`src/slt_pkg.sv`:
```
// Shared constants, codes and memory-port types of the link table builder.
// No dependencies; imported by every other file of the block.
`default_nettype none

package slt_pkg;

   localparam int ROW_DEPTH   = 1024;
   localparam int LINK_DEPTH  = 4096;
   localparam int TARGET_BITS = 16;

   // derived storage widths
   localparam int OFF_AW  = $clog2(ROW_DEPTH + 1);   // offset table address
   localparam int OFF_W   = $clog2(LINK_DEPTH + 1);  // offset / link count value
   localparam int LINK_AW = $clog2(LINK_DEPTH);      // link store address

   // port field widths
   localparam int CMD_W  = 3;
   localparam int ROW_W  = 10;
   localparam int TGT_W  = 16;
   localparam int POS_W  = 12;
   localparam int CNT_W  = 13;
   localparam int STAT_W = 3;

   localparam logic [CMD_W-1:0] CMD_ADD   = 3'd0;
   localparam logic [CMD_W-1:0] CMD_CLOSE = 3'd1;
   localparam logic [CMD_W-1:0] CMD_CLEAR = 3'd2;
   localparam logic [CMD_W-1:0] CMD_COUNT = 3'd3;
   localparam logic [CMD_W-1:0] CMD_INDEX = 3'd4;

   localparam logic [STAT_W-1:0] ST_OK    = 3'd0;
   localparam logic [STAT_W-1:0] ST_ORDER = 3'd1;
   localparam logic [STAT_W-1:0] ST_ROW   = 3'd2;
   localparam logic [STAT_W-1:0] ST_FULL  = 3'd3;
   localparam logic [STAT_W-1:0] ST_POS   = 3'd4;

   typedef struct packed {
      logic              en;
      logic [OFF_AW-1:0] addr;
      logic [OFF_W-1:0]  data;
   } off_wr_type;

   typedef struct packed {
      logic              en;
      logic [OFF_AW-1:0] addr_a;
      logic [OFF_AW-1:0] addr_b;
   } off_rd_type;

   typedef struct packed {
      logic                   en;
      logic [LINK_AW-1:0]     addr;
      logic [TARGET_BITS-1:0] data;
   } link_wr_type;

   typedef struct packed {
      logic               en;
      logic [LINK_AW-1:0] addr;
   } link_rd_type;

endpackage

`default_nettype wire

```
`src/slt_ctrl.sv`:
```
// Command sequencer: decodes commands, fills skipped offsets, runs lookups.
// Depends on slt_pkg; drives slt_offset_ram and slt_link_ram.
`default_nettype none

module slt_ctrl
   import slt_pkg::*;
(
   input  wire logic              clock,
   input  wire logic              reset,
   input  wire logic              start,
   output logic                   busy,
   input  wire logic [CMD_W-1:0]  req_cmd,
   input  wire logic [ROW_W-1:0]  req_row,
   input  wire logic [TGT_W-1:0]  req_target,
   input  wire logic [POS_W-1:0]  req_position,
   output logic                   rsp_valid,
   output logic [CNT_W-1:0]       rsp_link_count,
   output logic [TGT_W-1:0]       rsp_link_target,
   output logic [CNT_W-1:0]       rsp_stored_total,
   output logic [STAT_W-1:0]      rsp_status,
   output off_wr_type             off_wr,
   output off_rd_type             off_rd,
   input  wire logic [OFF_W-1:0]  off_a_data,
   input  wire logic [OFF_W-1:0]  off_b_data,
   output link_wr_type            link_wr,
   output link_rd_type            link_rd,
   input  wire logic [TARGET_BITS-1:0] link_data
);

   typedef enum logic [1:0] {S_IDLE, S_FILL, S_LOOKUP, S_FETCH} state_type;

   localparam logic [OFF_AW-1:0] ROW_LIMIT  = OFF_AW'(ROW_DEPTH);
   localparam logic [OFF_W-1:0]  LINK_LIMIT = OFF_W'(LINK_DEPTH);

   state_type          state_ff, state_in;
   logic [CMD_W-1:0]   cmd_ff, cmd_in;
   logic [ROW_W-1:0]   row_ff, row_in;
   logic [TARGET_BITS-1:0] target_ff, target_in;
   logic [POS_W-1:0]   pos_ff, pos_in;
   logic [OFF_AW-1:0]  nxt_ff, nxt_in;      // last row + 1; 0 when empty
   logic [OFF_W-1:0]   total_ff, total_in;
   logic [OFF_AW-1:0]  ptr_ff, ptr_in;      // offset entry being filled
   logic               rsp_valid_ff, rsp_valid_in;
   logic [CNT_W-1:0]   rsp_count_ff, rsp_count_in;
   logic [TGT_W-1:0]   rsp_target_ff, rsp_target_in;
   logic [CNT_W-1:0]   rsp_total_ff, rsp_total_in;
   logic [STAT_W-1:0]  rsp_status_ff, rsp_status_in;

   logic              accept;
   logic [OFF_AW-1:0] row_ext, row_nx, end_addr;
   logic              row_ok, behind, same, known, full, fill_last;
   logic [OFF_W-1:0]  lo, cnt, at;

   assign busy    = (state_ff != S_IDLE);
   assign accept  = start && !busy;

   assign row_ext = OFF_AW'(req_row);
   assign row_nx  = row_ext + 1'b1;
   assign row_ok  = row_ext < ROW_LIMIT;
   assign behind  = row_nx < nxt_ff;
   assign same    = row_nx == nxt_ff;
   assign known   = row_ext < nxt_ff;
   assign full    = total_ff >= LINK_LIMIT;

   assign end_addr  = OFF_AW'(row_ff) + 1'b1;
   assign fill_last = ptr_ff == end_addr;

   // entry 0 is never written after reset except to zero, so read it as zero
   assign lo  = (row_ff == '0) ? '0 : off_a_data;
   assign cnt = off_b_data - lo;
   assign at  = lo + OFF_W'(pos_ff);

   always_comb begin
      state_in      = state_ff;
      cmd_in        = cmd_ff;
      row_in        = row_ff;
      target_in     = target_ff;
      pos_in        = pos_ff;
      nxt_in        = nxt_ff;
      total_in      = total_ff;
      ptr_in        = ptr_ff;
      rsp_valid_in  = 1'b0;
      rsp_count_in  = rsp_count_ff;
      rsp_target_in = rsp_target_ff;
      rsp_total_in  = rsp_total_ff;
      rsp_status_in = rsp_status_ff;
      off_wr        = '0;
      off_rd.en     = 1'b0;
      off_rd.addr_a = row_ext;
      off_rd.addr_b = row_nx;
      link_wr       = '0;
      link_rd.en    = 1'b0;
      link_rd.addr  = LINK_AW'(at);

      unique case (state_ff)
         S_IDLE: begin
            if (accept) begin
               cmd_in        = req_cmd;
               row_in        = req_row;
               target_in     = TARGET_BITS'(req_target);
               pos_in        = req_position;
               rsp_count_in  = '0;
               rsp_target_in = '0;
               rsp_total_in  = CNT_W'(total_ff);
               rsp_status_in = ST_OK;
               unique case (req_cmd) inside
                  CMD_ADD, CMD_CLOSE: begin
                     if (!row_ok) begin
                        rsp_status_in = ST_ROW;
                        rsp_valid_in  = 1'b1;
                     end else if (behind) begin
                        rsp_status_in = ST_ORDER;
                        rsp_valid_in  = 1'b1;
                     end else if (req_cmd == CMD_ADD && full) begin
                        rsp_status_in = ST_FULL;
                        rsp_valid_in  = 1'b1;
                     end else if (req_cmd == CMD_CLOSE && same) begin
                        rsp_valid_in  = 1'b1;
                     end else begin
                        // same-row add only bumps its end entry
                        ptr_in   = same ? nxt_ff : nxt_ff + 1'b1;
                        state_in = S_FILL;
                     end
                  end
                  CMD_CLEAR: begin
                     nxt_in       = '0;
                     total_in     = '0;
                     rsp_total_in = '0;
                     rsp_valid_in = 1'b1;
                  end
                  CMD_COUNT, CMD_INDEX: begin
                     if (!row_ok) begin
                        rsp_status_in = ST_ROW;
                        rsp_valid_in  = 1'b1;
                     end else if (!known) begin
                        if (req_cmd == CMD_INDEX) begin
                           rsp_status_in = ST_POS;
                        end
                        rsp_valid_in = 1'b1;
                     end else begin
                        off_rd.en = 1'b1;
                        state_in  = S_LOOKUP;
                     end
                  end
                  default: begin
                     rsp_valid_in = 1'b1;
                  end
               endcase
            end
         end
         S_FILL: begin
            off_wr.en   = 1'b1;
            off_wr.addr = ptr_ff;
            off_wr.data = (fill_last && cmd_ff == CMD_ADD) ? total_ff + 1'b1 : total_ff;
            ptr_in      = ptr_ff + 1'b1;
            if (fill_last) begin
               nxt_in = end_addr;
               if (cmd_ff == CMD_ADD) begin
                  link_wr.en   = 1'b1;
                  link_wr.addr = LINK_AW'(total_ff);
                  link_wr.data = target_ff;
                  total_in     = total_ff + 1'b1;
               end
               rsp_total_in = CNT_W'(total_in);
               rsp_valid_in = 1'b1;
               state_in     = S_IDLE;
            end
         end
         S_LOOKUP: begin
            rsp_count_in = CNT_W'(cnt);
            if (cmd_ff == CMD_COUNT) begin
               rsp_valid_in = 1'b1;
               state_in     = S_IDLE;
            end else if (OFF_W'(pos_ff) >= cnt) begin
               rsp_status_in = ST_POS;
               rsp_valid_in  = 1'b1;
               state_in      = S_IDLE;
            end else begin
               link_rd.en = 1'b1;
               state_in   = S_FETCH;
            end
         end
         S_FETCH: begin
            rsp_target_in = TGT_W'(link_data);
            rsp_valid_in  = 1'b1;
            state_in      = S_IDLE;
         end
         default: begin
            state_in = S_IDLE;
         end
      endcase
   end

   always_ff @(posedge clock) begin
      if (reset) begin
         state_ff     <= S_IDLE;
         nxt_ff       <= '0;
         total_ff     <= '0;
         rsp_valid_ff <= 1'b0;
      end else begin
         state_ff     <= state_in;
         nxt_ff       <= nxt_in;
         total_ff     <= total_in;
         rsp_valid_ff <= rsp_valid_in;
      end
      cmd_ff        <= cmd_in;
      row_ff        <= row_in;
      target_ff     <= target_in;
      pos_ff        <= pos_in;
      ptr_ff        <= ptr_in;
      rsp_count_ff  <= rsp_count_in;
      rsp_target_ff <= rsp_target_in;
      rsp_total_ff  <= rsp_total_in;
      rsp_status_ff <= rsp_status_in;
   end

   assign rsp_valid        = rsp_valid_ff;
   assign rsp_link_count   = rsp_count_ff;
   assign rsp_link_target  = rsp_target_ff;
   assign rsp_stored_total = rsp_total_ff;
   assign rsp_status       = rsp_status_ff;

endmodule

`default_nettype wire

```
`config.mk`:
```
export PLATFORM = sky130hd
export DESIGN_NAME = slt_ctrl
export DESIGN_NICKNAME = d
export VERILOG_FILES = /design/src/slt_pkg.sv /design/src/slt_ctrl.sv
export SDC_FILE = /design/constraint.sdc
export NUM_CORES = 1
export LEC_CHECK = 0
export ABC_AREA = 1
export BUFFER_PORTS_ARGS = -buffer_cell sky130_fd_sc_hd__buf_4
export CAP_MARGIN = 25
export CORE_MARGIN = 2
export CORE_UTILIZATION = 40
export CTS_BUF_LIST = sky130_fd_sc_hd__clkbuf_4 sky130_fd_sc_hd__clkbuf_8
export DETAILED_ROUTE_END_ITERATION = 8
export PLACE_DENSITY = 0.64
export SYNTH_ARGS = -nofsm -noshare
export SYNTH_HDL_FRONTEND = slang
export SYNTH_SLANG_ARGS = --single-unit
export TNS_END_PERCENT = 20
```
`constraint.sdc`:
```
create_clock -name clock -period 4.5 [get_ports clock]
set_input_delay 0.225 -clock clock [delete_from_list [all_inputs] [get_ports clock]]
set_output_delay 0.225 -clock clock [all_outputs]
set_load 0.1 [all_outputs]
```
==> run metrics <==
number of global-route vias before repair=8003; Pleak=5.40 nW; kind of critical path=reg2out; delay of the slowest critical-path stage=0.43 ns; Root Buffer Master=clkbuf_8; post-synthesis cell count=1077; die outline area=22200 sq um; initial core utilization=40.5%; core region area=20800 sq um; Min Hold Slack=0.0263 ns; Skew-Pair Late Insertion Delay=0.45 ns; Final #Nets=1491; unrepaired setup endpoints after global routing=yes; Crit. End Element=output port; Max-slew headroom=42.6%; Worst Tran Pin Value=0.859 ns; most frequent CP cell=nand2_1; number of maximum-capacitance constraint violations=0; maximum clock skew at final layout=0.0209 ns; final worst path period need=4.32 ns; layout cells sized above 1=24.0%; global-route usage over all layers=22.7%; total wirelength of the detailed-routed design=25500 microns; IO Count=223; type of the worst min-delay path=in2reg; TritonCTS sink count=124; Die Ht=149 microns; largest fanout on the critical path=7; antenna violations before repair=2; cell area after synthesis=8420 sq um; clock input transition at the sequential cells of the worst setup and hold paths=0.07 ns; yosys warns=0; input/output buffers=221; GRT overflow=0; max-slew violation count=0; count of standard-cell rows=53; total of fill cells in the finished design=1965; number of hold violations in the final report=0; detail-routed net length per standard cell=15.6 microns; area used by sequential logic in the layout=3450 sq um; endpoint arrival time on the critical path=4.10 ns; TritonCTS clock tree=yes; Placement Cell Area=10300 sq um; first-pass GRT wire length=39600 microns; Multi-input gate area=4330 sq um; Largest delay share family, worst path=simple AND/OR/NAND/NOR gates; Pre-antenna DRT Iters=5; final RePlAce weighted congestion=0.964; maximum clock insertion buffer count=2; status=finished clean; fin crit share=96.0%; maximum vdd ir drop=0.256 mV; first-iteration detailed-routing DRC count=578; HPWL Detailed=19300 microns; register area share after synthesis=41.0%; Finished Cell Area=11300 sq um; floorplan die width=149 microns; largest net degree at the start of global routing=36; Post-synth ARST share=0%; timing-limited maximum frequency=231 MHz; crit path max-delay cell type=edfxtp_1; total power of the final layout=0.00676 W; distinct cell type count of the synthesized netlist=51; pwr/cell area=596 nW/um^2; Final setup viols=0; required time reported for the critical path endpoint=4.28 ns; Mapped Nets=1229; clock buffers created by TritonCTS=17; Worst Path Buf+Inv=5; post-synthesis sequential element count=124; ANT nets after route=0; number of enable flip-flop cells after synthesis=97; Remaining DRCs=0; area added between synthesis and finish=34.5%; routed via count divided by cell count=5.09; Mean Syn Cell Area=7.82 sq um; kind of start point of the critical path=flip-flop; via count=8289; Synth Flop Type=edfxtp_1; # H-tree levels=4
## timing repair
| item | 4_1_cts | 5_1_grt |
|---|---|---|
| buffers inserted | 0 | 9 |
| hold buffers | 35 | 0 |
| pin swaps | 1 | 23 |
| hold endpoints to repair | 35 | 0 |
| endpoints found under the setup margin | 1 | 4 |
| resized for setup | 13 | 27 |
## cell usage in the layout, fill, tap and decap left out, drive strengths merged, types with 3 or more instances in the layout
cell type,n
ha,64
nor4,3
nand2,194
a21oi,62
edfxtp,97
clkbuf,17
nand3,71
o31ai,6
a31oi,5
bufinv,3
buf,241
xnor2,10
inv,166
a211oi,3
dfxtp,27
o221ai,4
and2,3
nor2,185
o21ai,43
or2,9
xor2,31
dlygate4sd3,35
nand4,23
clkinv,5
o32ai,3
clkinvlp,3
nor3,17
## synthesized netlist by cell type, types with 4 or more instances
master	instances	area, sq um
xor2_1	31	272
inv_1	156	586
nor2_1	179	672
nor2_2	5	31.3
o31ai_1	6	45.0
xnor2_1	10	87.6
o221ai_1	4	35.0
edfxtp_1	97	2910
nor3_1	16	80.1
a21oi_1	62	310
a31oi_1	5	31.3
o21ai_0	42	210
nand2_1	192	721
nand4_1	21	131
nand3_1	71	355
ha_1	64	801
buf_4	13	97.6
inv_2	5	18.8
dfxtp_1	27	541
buf_2	5	25.0
clkbuf_1	13	48.8
or2_0	8	50.1
## metrics by stage
stage	instances	TNS, ns	utilization (%)	setup WS (ns)
2_1_floorplan	1077	-0.0177	-	-0.0177
5_1_grt	1628	-0.191	54.4	-0.191
3_5_place_dp	1551	0	49.7	0.209
3_3_place_gp	1551	0	49.7	0.302
6_report	1629	0	54.4	0.178
4_1_cts	1618	0	53.6	0.0305
## routing by layer
layer	vias to the layer above	share of wire, %	GRT usage, %
met2	315	48	39.0
met3	51	5.8	3.73
met5	-	0	0
li1	4094	-	-
met1	3829	43	28.1
met4	0	3.4	10.2
## final timing paths
path / startpoint / to / slack, ns / cells after the start
max: row_ff[1]$_DFFE_PP_ / link_rd[12] / 0.18 / 28
min: req_row[1] / row_ff[1]$_DFFE_PP_ / 0.03 / 1
max reg2reg: row_ff[1]$_DFFE_PP_ / rsp_status[2]$_SDFFCE_PP1P_ / 0.50 / 26
min reg2reg: nxt_ff[8]$_SDFFE_PP0P_ / nxt_ff[8]$_SDFFE_PP0P_ / 0.49 / 2
## state kept, by name, indices dropped and copies added (netlist names)
register / cells
rsp_valid: 1
row_ff: 10
ptr_ff: 11
cmd_ff: 3
nxt_ff: 11
rsp_status: 3
rsp_link_target: 16
state_ff: 2
rsp_link_count: 13
total_ff: 13
pos_ff: 12
target_ff: 16
rsp_stored_total: 13
## power by group
group / leakage [nW] / internal (W) / switching [W] / total, W
logic: 4.03 / 0.000842 / 0.00301 / 0.00386
clock network: 0.204 / 0.000555 / 0.000508 / 0.00106
registers: 1.17 / 0.00164 / 0.000197 / 0.00184
total: 5.40 / 0.00304 / 0.00372 / 0.00676
## cells by family after synthesis
kind of cell | share of synthesized area [%]
and+or+nand+nor | 25.6
AOI/OAI and AO/OA | 9.73
adders and majority gates | 9.98
other | 0.0445
xor gates and xnor gates | 4.26
DFF | 41.0
buffers and inverters | 9.36
## final cells by class
| cell class | count | share of cell area (%) |
|---|---|---|
| Antenna cell | 2 | 0.0442 |
| Clock buffer | 17 | 2.06 |
| Clock inverter | 15 | 1.62 |
| Inverter | 162 | 5.39 |
| Multi-Input combinational cell | 758 | 38.2 |
| Sequential cell | 124 | 30.5 |
| Tap cell | 275 | 3.04 |
| Timing Repair Buffer | 276 | 19.2 |
No activity file was read; power rests on OpenSTA's default activity.
